$ cat src/design/wvm_pkg.sv
// wvm_pkg: shared types and constants for the wavetable voice mixer
// holds func codes, sequencer states and the note-rate rom
// no dependencies
`default_nettype none
package wvm_pkg;

  localparam int VOICE_LIMIT = 16;
  localparam int IDX_W = (VOICE_LIMIT > 1) ? $clog2(VOICE_LIMIT) : 1;
  localparam int CNT_W = $clog2(VOICE_LIMIT + 1);
  localparam int PHASE_SHIFT = 23;
  localparam int WAVE_BITS = 9;
  localparam int QUOT_BITS = 13;
  localparam int PROD_W = 29;
  localparam logic [15:0] RELEASE_RESET = 16'd2205;
  localparam logic [7:0] DEAD_ID = 8'hff;
  localparam logic [6:0] NOTE_MAX = 7'd127;

  typedef enum logic [2:0] {
    FN_TICK     = 3'd0,
    FN_NOTE_ON  = 3'd1,
    FN_NOTE_OFF = 3'd2,
    FN_FIRE     = 3'd3,
    FN_REL_ALL  = 3'd4,
    FN_SILENCE  = 3'd5
  } func_t;

  typedef enum logic [2:0] {
    ST_IDLE,
    ST_CLAIM,
    ST_SWEEP,
    ST_TICK,
    ST_MUL,
    ST_DIV,
    ST_FINISH
  } state_t;

  localparam logic [31:0] RATE_ROM [128] = '{
    32'd2125742,32'd2252146,32'd2386065,32'd2527948,32'd2678268,32'd2837526,32'd3006254,
    32'd3185015,32'd3374406,32'd3575058,32'd3787642,32'd4012867,32'd4251485,
    32'd4504291,32'd4772130,32'd5055896,32'd5356535,32'd5675051,32'd6012507,32'd6370030,
    32'd6748811,32'd7150117,32'd7575285,32'd8025735,32'd8502970,32'd9008582,
    32'd9544261,32'd10111792,32'd10713070,32'd11350103,32'd12025015,32'd12740059,
    32'd13497623,32'd14300233,32'd15150569,32'd16051469,32'd17005939,32'd18017165,
    32'd19088521,32'd20223584,32'd21426141,32'd22700205,32'd24050030,32'd25480119,
    32'd26995246,32'd28600467,32'd30301139,32'd32102938,32'd34011878,32'd36034330,
    32'd38177043,32'd40447168,32'd42852281,32'd45400411,32'd48100060,32'd50960238,
    32'd53990491,32'd57200933,32'd60602276,32'd64205876,32'd68023757,32'd72068660,
    32'd76354085,32'd80894335,32'd85704563,32'd90800821,32'd96200119,32'd101920476,
    32'd107980983,32'd114401866,32'd121204555,32'd128411753,32'd136047513,
    32'd144137319,32'd152708170,32'd161788671,32'd171409126,32'd181601643,32'd192400238,
    32'd203840952,32'd215961966,32'd228803732,32'd242409110,32'd256823506,
    32'd272095026,32'd288274639,32'd305416341,32'd323577341,32'd342818251,32'd363203285,
    32'd384800477,32'd407681904,32'd431923931,32'd457607465,32'd484818220,
    32'd513647012,32'd544190053,32'd576549277,32'd610832681,32'd647154683,32'd685636503,
    32'd726406571,32'd769600953,32'd815363807,32'd863847862,32'd915214929,
    32'd969636441,32'd1027294024,32'd1088380105,32'd1153098554,32'd1221665363,
    32'd1294309365,32'd1371273005,32'd1452813141,32'd1539201906,32'd1630727614,
    32'd1727695724,32'd1830429858,32'd1939272882,32'd2054588048,32'd2176760211,
    32'd2306197109,32'd2443330725,32'd2588618730,32'd2742546010,32'd2905626283,
    32'd3078403812,32'd3261455229
  };

endpackage
`default_nettype wire

$ cat src/design/wavetable_voice_mixer.sv
// wavetable_voice_mixer: polyphonic wavetable voice table and sample mixer
// one sequencer walks the voice table with a shared multiplier and divider
// depends on wvm_pkg
//
//  channel   signals                               direction  transaction
//  in        in_valid/in_ready func channel note   into       one event
//            lifetime
//  cfg       cfg_valid/cfg_ready cfg_data          into       release_length write
//  out       out_valid/out_ready sample            out of     one mixed sample per tick
//
// silence-all completes in the idle state; note-on and fire-forget do a linear
// search of the voices in use for a free slot; note-off and release-all sweep
// every voice in use; a tick walks every voice in use, and a voice inside its
// release ramp also passes through a multiply step, a load step, 13 restoring
// divide steps and a writeback step.
// reset: synchronous, clears the voice valid flags, the in-use count and
// release_length back to 2205; no clearing pass is needed.
// stalls: a finished tick waits in its last state until the output register is
// free; the output register holds a sample while the next event is taken.
`default_nettype none
module wavetable_voice_mixer
  import wvm_pkg::*;
(
  input  wire logic        clk,
  input  wire logic        rst,
  input  wire logic        in_valid,
  output logic             in_ready,
  input  wire logic [2:0]  func,
  input  wire logic [3:0]  channel,
  input  wire logic [7:0]  note,
  input  wire logic [15:0] lifetime,
  input  wire logic        cfg_valid,
  output logic             cfg_ready,
  input  wire logic [15:0] cfg_data,
  output logic             out_valid,
  input  wire logic        out_ready,
  output logic signed [15:0] sample
);

  // voice table, one flop row per voice
  logic              voice_active  [VOICE_LIMIT];
  logic [7:0]        voice_channel [VOICE_LIMIT];
  logic [7:0]        voice_note    [VOICE_LIMIT];
  logic [31:0]       voice_phase   [VOICE_LIMIT];
  logic [31:0]       voice_step    [VOICE_LIMIT];
  logic [15:0]       voice_life    [VOICE_LIMIT];
  logic [CNT_W-1:0]  voices_in_use;

  logic [15:0]       release_length;
  state_t            state, state_next;

  // latched event
  logic [2:0]        ev_func;
  logic [3:0]        ev_channel;
  logic [7:0]        ev_note;
  logic [15:0]       ev_life;

  // sequencer and datapath registers
  logic [CNT_W-1:0]  idx;
  logic [15:0]       sum;
  logic              w_neg;
  logic [12:0]       w_mag;
  logic [15:0]       life_cur;
  logic [PROD_W-1:0] prod;
  logic [15:0]       rem;
  logic [QUOT_BITS-1:0] quot;
  logic [3:0]        div_cnt;

  logic [IDX_W-1:0]  slot;
  logic              in_range;
  logic              in_fire;

  // wave sample of the voice under the sequencer
  logic [WAVE_BITS-1:0] wave_k;
  logic [WAVE_BITS-1:0] wave_t;
  logic [22:0]       wave_m;
  logic signed [14:0] wave_s;
  logic [15:0]       life_dec;
  logic [16:0]       div_trial;
  logic [16:0]       div_diff;
  logic signed [15:0] scaled;
  logic [6:0]        rate_note;

  assign slot     = idx[IDX_W-1:0];
  assign in_range = (idx < voices_in_use);
  assign in_fire  = in_valid && in_ready;
  assign in_ready = (state == ST_IDLE);
  assign cfg_ready = 1'b1;

  assign wave_k = voice_phase[slot][31:PHASE_SHIFT];
  assign wave_t = WAVE_BITS'(9'd511 - wave_k);
  assign wave_m = 23'(wave_t) * 23'd10000;
  assign wave_s = $signed({1'b0, wave_m[22:9]}) - 15'sd5000;
  assign life_dec = voice_life[slot] - 16'd1;

  assign div_trial = {rem, prod[PROD_W-1]};
  assign div_diff  = div_trial - {1'b0, release_length};
  assign scaled    = w_neg ? -$signed({3'b000, quot}) : $signed({3'b000, quot});

  // clamp to the top rom entry
  assign rate_note = ev_note[7] ? NOTE_MAX : ev_note[6:0];

  // next state
  always_comb begin
    state_next = state;
    case (state)
      ST_IDLE: begin
        if (in_fire) begin
          case (func)
            FN_TICK:                state_next = ST_TICK;
            FN_NOTE_ON, FN_FIRE:    state_next = ST_CLAIM;
            FN_NOTE_OFF, FN_REL_ALL: state_next = ST_SWEEP;
            default:                state_next = ST_IDLE;
          endcase
        end
      end
      ST_CLAIM: begin
        if (!in_range || !voice_active[slot]) state_next = ST_IDLE;
      end
      ST_SWEEP: begin
        if (!in_range) state_next = ST_IDLE;
      end
      ST_TICK: begin
        if (!in_range) begin
          state_next = ST_FINISH;
        end else if (voice_active[slot] && voice_life[slot] != 16'd0 &&
                     life_dec != 16'd0 && life_dec < release_length) begin
          state_next = ST_MUL;
        end
      end
      ST_MUL:  state_next = ST_DIV;
      ST_DIV: begin
        if (div_cnt == 4'(QUOT_BITS + 1)) state_next = ST_TICK;
      end
      ST_FINISH: begin
        if (!out_valid || out_ready) state_next = ST_IDLE;
      end
      default: state_next = ST_IDLE;
    endcase
  end

  always_ff @(posedge clk) begin
    if (rst) state <= ST_IDLE;
    else     state <= state_next;
  end

  // control registers
  always_ff @(posedge clk) begin
    if (rst) begin
      release_length <= RELEASE_RESET;
      voices_in_use  <= '0;
      out_valid      <= 1'b0;
      for (int i = 0; i < VOICE_LIMIT; i++) voice_active[i] <= 1'b0;
    end else begin
      if (cfg_valid && cfg_ready) release_length <= cfg_data;
      if (state == ST_FINISH && (!out_valid || out_ready)) out_valid <= 1'b1;
      else if (out_valid && out_ready) out_valid <= 1'b0;
      case (state)
        ST_IDLE: begin
          if (in_fire && func == FN_SILENCE) begin
            voices_in_use <= '0;
            for (int i = 0; i < VOICE_LIMIT; i++) voice_active[i] <= 1'b0;
          end
        end
        ST_CLAIM: begin
          if (in_range) begin
            if (!voice_active[slot]) voice_active[slot] <= 1'b1;
          end else if (voices_in_use < CNT_W'(VOICE_LIMIT)) begin
            voice_active[slot] <= 1'b1;
            voices_in_use <= voices_in_use + CNT_W'(1);
          end
        end
        ST_TICK: begin
          // a fire-forget or released voice whose life runs out is freed
          if (in_range && voice_active[slot] && voice_life[slot] != 16'd0 &&
              life_dec == 16'd0) begin
            voice_active[slot] <= 1'b0;
          end
        end
        default: ;
      endcase
    end
  end

  // payload and voice fields
  always_ff @(posedge clk) begin
    case (state)
      ST_IDLE: begin
        if (in_fire) begin
          ev_func    <= func;
          ev_channel <= channel;
          ev_note    <= note;
          ev_life    <= lifetime;
          idx        <= '0;
          sum        <= '0;
        end
      end
      ST_CLAIM: begin
        if (!in_range || !voice_active[slot]) begin
          // slot equals voices_in_use when appending
          if (in_range || voices_in_use < CNT_W'(VOICE_LIMIT)) begin
            voice_phase[slot] <= '0;
            voice_step[slot]  <= RATE_ROM[rate_note];
            if (ev_func == FN_FIRE) begin
              voice_channel[slot] <= DEAD_ID;
              voice_note[slot]    <= DEAD_ID;
              voice_life[slot]    <= ev_life;
            end else begin
              voice_channel[slot] <= {4'b0000, ev_channel};
              voice_note[slot]    <= ev_note;
              voice_life[slot]    <= '0;
            end
          end
        end else begin
          idx <= idx + CNT_W'(1);
        end
      end
      ST_SWEEP: begin
        if (in_range) begin
          if (ev_func == FN_NOTE_OFF) begin
            if (voice_channel[slot] == {4'b0000, ev_channel} && voice_note[slot] == ev_note) begin
              voice_channel[slot] <= DEAD_ID;
              voice_note[slot]    <= DEAD_ID;
              voice_life[slot]    <= release_length;
            end
          end else if (voice_active[slot]) begin
            voice_channel[slot] <= DEAD_ID;
            voice_note[slot]    <= DEAD_ID;
            if (voice_life[slot] == 16'd0 || voice_life[slot] > release_length)
              voice_life[slot] <= release_length;
          end
          idx <= idx + CNT_W'(1);
        end
      end
      ST_TICK: begin
        if (in_range) begin
          if (!voice_active[slot]) begin
            idx <= idx + CNT_W'(1);
          end else if (voice_life[slot] == 16'd0) begin
            // sustained voice, full level
            sum <= sum + 16'(wave_s);
            voice_phase[slot] <= voice_phase[slot] + voice_step[slot];
            idx <= idx + CNT_W'(1);
          end else begin
            voice_life[slot] <= life_dec;
            if (life_dec == 16'd0) begin
              idx <= idx + CNT_W'(1);
            end else if (life_dec < release_length) begin
              // inside the release ramp, scale by life / release_length
              w_neg    <= wave_s < 0;
              w_mag    <= 13'(wave_s < 0 ? -wave_s : wave_s);
              life_cur <= life_dec;
            end else begin
              sum <= sum + 16'(wave_s);
              voice_phase[slot] <= voice_phase[slot] + voice_step[slot];
              idx <= idx + CNT_W'(1);
            end
          end
        end
      end
      ST_MUL: begin
        prod    <= PROD_W'(w_mag) * PROD_W'(life_cur);
        div_cnt <= '0;
        rem     <= '0;
        quot    <= '0;
      end
      ST_DIV: begin
        if (div_cnt == 4'(QUOT_BITS + 1)) begin
          sum <= sum + 16'(scaled);
          voice_phase[slot] <= voice_phase[slot] + voice_step[slot];
          idx <= idx + CNT_W'(1);
        end else if (div_cnt == 4'd0) begin
          // load the high part; quotient is known to fit in 13 bits
          rem     <= prod[PROD_W-1 -: 16];
          prod    <= {prod[QUOT_BITS-1:0], 16'd0};
          div_cnt <= div_cnt + 4'd1;
          quot    <= '0;
        end else begin
          if (!div_diff[16]) begin
            rem  <= div_diff[15:0];
            quot <= {quot[QUOT_BITS-2:0], 1'b1};
          end else begin
            rem  <= div_trial[15:0];
            quot <= {quot[QUOT_BITS-2:0], 1'b0};
          end
          prod    <= {prod[PROD_W-2:0], 1'b0};
          div_cnt <= div_cnt + 4'd1;
        end
      end
      ST_FINISH: begin
        if (!out_valid || out_ready) sample <= sum;
      end
      default: ;
    endcase
  end

endmodule
`default_nettype wire
$ cat config.mk
export PLATFORM = sky130hd
export DESIGN_NAME = wavetable_voice_mixer
export DESIGN_NICKNAME = d
export VERILOG_FILES = /design/src/design/wvm_pkg.sv /design/src/design/wavetable_voice_mixer.sv
export SDC_FILE = /design/constraint.sdc
export NUM_CORES = 2
export LEC_CHECK = 0
export BUFFER_PORTS_ARGS = -buffer_cell sky130_fd_sc_hd__buf_4
export CAP_MARGIN = 20
export CORE_UTILIZATION = 40
export CTS_BUF_LIST = sky130_fd_sc_hd__clkbuf_8
export CTS_CLUSTER_DIAMETER = 200
export CTS_CLUSTER_SIZE = 40
export DETAILED_ROUTE_END_ITERATION = 7
export SLEW_MARGIN = 5
export SYNTH_ARGS = -nofsm -noshare
export SYNTH_HDL_FRONTEND = slang
export SYNTH_SLANG_ARGS = --single-unit
$ cat constraint.sdc
create_clock -name clk -period 12.1 [get_ports clk]
set_input_delay 0.605 -clock clk [delete_from_list [all_inputs] [get_ports clk]]
set_output_delay 0.605 -clock clk [all_outputs]
set_load 0.01 [all_outputs]
==> run summary <==
Die area - 204000 sq um
Post-Synth Adder-Cell Area - 7.97%
Final Hold Vio Count - 0
Num rows - 164
Switching Share - 40.8%
R2R Path End - sum[15]
Pin count of the biggest net entering global routing - 130
Final min period - 8.50 ns
Setup Buffers After CTS - 0
Top-area cell type share of the netlist area - 61.6%
Tightest Hold Check Type - primary input to flop
Number of global-route vias before repair - 45.6k
Clk Latency, worst-skew pair - 0.90 ns
Crit-path max FO - 31
Multi-input gate area - 28900 sq um
Internal power - 12100 uW
CTS Buf Count - 48
Vert. Die Dim - 452 um
Relative slew slack - 25.2%
GPL Wtd Cong - 0.946
Hold Path End - release_length[3]
Largest stage delay, worst path - 0.83 ns
Top post-synthesis cells by area - edfxtp_1 62%, mux4_2 13%, fa_1 4.2%
Post-route DRC - 0
GRT Util Overall - 19.3%
Core Area - 200000 sq um
Worst setup EP type - flop
P&R area growth vs syn - 7.24%
Starting DRT DRC Count - 4620
Ys async rst share - 0%
Yosys cell types - 78
Post-layout power - 20400 uW
DP HPWL - 123 mm
Synth Area in Compound Gates - 6.14%
Hold depth - 3
Starting density of the core - 40.4%
Post-CTS Resized - 0
Final std cells w/o fill - 7891
GRT met1 Usage - 28.0%
Fmax - 0.118 GHz
Max Slew Vio Count - 0
Syn_area_per_cell - 15.7 sq um
Remaining global-route overflow - 0
DIE WIDTH - 452 um
Synthesis-stage register bit count - 1693
Outcome - completed
Most frequent CP cell - ha_1
Yosys top cell by area - edfxtp_1
Post-DR wirelength/cell - 25.3 um
Power Density - 235 nW/um^2
Final Cycle Share - 70.3%
Register area - 50600 sq um
Grt peak-use layer - met2
Synthesized Nets - 5623
Largest family of logic cells by synthesized area - multiplexers
Antenna viol nets, final - 0
CTS tree - built
Hold Worst Slack - 0.124 ns
Switching power - 8330 uW
Clock tree buffer depth - 3
Simple-gate portion of the synthesized area - 6.00%
Met2 GRT Util - 31.9%
CP max stage cell - dfxtp_4
Post-synth top flop - edfxtp_1
Final setup vio count - 0
Maxcap violations - 0
FF-to-FF path depth - 27
Setup_tns - 0 ns
Synthesized area - 81100 sq um
Hold Path Origin - cfg_valid
Leakage Power - 0.0279 uW
Worst clock skew - 0.104 ns
First-pass GRT wire length - 298 mm
Number of synthesized flops with an enable pin - 1664
Critical Path RT - 12.76 ns
# H-tree levels - 2
CTS root buf - clkbuf_8
VDD IR-drop max - 0.414 mV
Cells after synthesis - 5157
WP data arrival - 9.17 ns
Synth warnings - 0
Area share of xor/xnor cells in the synthesized design - 1.62%
Vias - 45.5k
Layout cell share with drive strength beyond 1 - 16.4%
DR pass1 iterations - 5
Mux cell area share after synthesis - 13.2%
RSZ-0062 raised after global routing - false
Critical setup path kind - flop to flop
Pin slew with the least headroom to its limit - 1.12 ns
Fill cells - 17.6k
# nets final - 5677
DR vias/cell - 5.76
Seq/Total Area, Yosys - 62.4%
R2R Setup Slk - 3.60 ns
Initial antenna violation count - 4
Final wirelength - 200 mm
Dpl cells - 7747
# IOs - 71
Seq pwr share - 35.4%
IO Port Bufs - 69
Worst-path clk slew - 0.24 ns
Clock power frac - 9.8%
CTS sink count - 1693
M3 GR Usage - 1.59%
Startpoint types - flop
Combinational share of power - 54.8%
[metrics by stage]
| stage | instance area, sq um | utilization (%) | setup WS (ns) |
|---|---|---|---|
| after global routing | 86900 | 43.4 | 2.96 |
| final | 86900 | 43.4 | 3.60 |
| after detailed placement | 85400 | 42.6 | 3.49 |
| after floorplan | 81100 | - | 3.50 |
| after CTS | 86800 | 43.3 | 3.47 |
| after global placement | 85400 | 42.6 | 3.57 |
[power by group through the flow]
stage	logic [uW]	clock network, uW	registers [uW]
floorplan	8320	0	7230
detailed placement	11200	0	7370
finish	11200	2010	7230
global route	12300	2220	7260
CTS	11200	2070	7240
global placement	11100	0	7370
[final cells by class]
cell class | instances | share of cell area [%]
multi-input combinational | 2913 | 33.2
sequential | 1693 | 58.2
antenna | 3 | 0.00864
clock buffer | 49 | 0.776
tap | 2656 | 3.82
timing repair buffer | 282 | 2.70
clock inverter | 22 | 0.140
inverter | 273 | 1.18
[what timing repair did]
item                                    in CTS  in global routing
hold endpoints to repair                    50                  0
hold buffers                                58                  0
endpoints found under the setup margin       0                  0
[how the worst max path moves through the flow]
stage | to | startpoint | slack [ns]
finish | sum[15] | flop | 3.60
global route | sum[14] | flop | 2.96
CTS | sum[15] | flop | 3.47
detailed placement | sum[15] | flop | 3.49
global placement | sum[15] | flop | 3.57
floorplan | sum[15] | flop | 3.50
[synth_stat cells (60+ instances only)]
cell,n
ha_1,243
mux4_2,455
and2_1,86
o21ai_0,189
edfxtp_1,1664
nor2_1,281
clkbuf_1,207
fa_1,171
inv_1,269
a21oi_1,219
nand2_1,400
nor3_1,60
xnor2_1,85
xor2_1,65
[worst max-delay path: cells and delay by family (launching register included)]
family	cells	cell delay [ns]
simple gates	3	0.31
xor+xnor	4	0.85
fa+ha+maj	7	2.15
compound gates	9	2.20
buf+inv	2	0.78
flops	1	0.83
mux	2	1.13
[kinds of logic after synthesis]
group | Yosys count
muxes | 503
other | 1
DFF | 1693
xor gates and xnor gates | 150
and+or+nand+nor | 1061
AOI/OAI and AO/OA | 784
adders and majority gates | 414
buffers and inverters | 551
[flip-flops by register name, indices dropped and copies added (netlist names), 16 cells and up, named ones only]
name / flops
rem: 16
life_cur: 16
voice_life: 256
ev_life: 16
voice_channel: 80
sample: 16
sum: 16
voice_note: 128
prod: 29
voice_active: 16
voice_step: 512
voice_phase: 512
release_length: 16
[cells in the final DEF (no fill, tap or decap), drive strengths merged, types with 17 or more instances in the layout]
cell / Yosys / final
xnor2: 85 / 85
clkbuf: 208 / 51
edfxtp: 1664 / 1664
or3: 21 / 21
buf: 70 / 222
a211oi: 18 / 18
dfxtp: 29 / 29
a21oi: 230 / 230
o31ai: 17 / 17
nand2b: 26 / 26
ha: 243 / 243
nand2: 400 / 400
xor2: 65 / 65
fa: 171 / 171
nor2b: 36 / 36
o211ai: 24 / 24
a21o: 50 / 50
o21a: 32 / 32
nor3: 60 / 60
nor2: 281 / 281
and2: 86 / 86
nand3: 47 / 47
and3: 32 / 32
dlygate4sd3: 0 / 58
a31oi: 57 / 57
o21ai: 191 / 191
a221oi: 29 / 29
mux4: 455 / 455
inv: 269 / 290
mux2i: 44 / 44
[per-layer routing]
layer | routed length [um] | part of all wire, %
met1 | 88400 | 44
met4 | 4050 | 2.0
met3 | 10900 | 5.4
met2 | 96200 | 48
met5 | 0 | 0
Note: power is estimated with default switching activity, not from simulation.
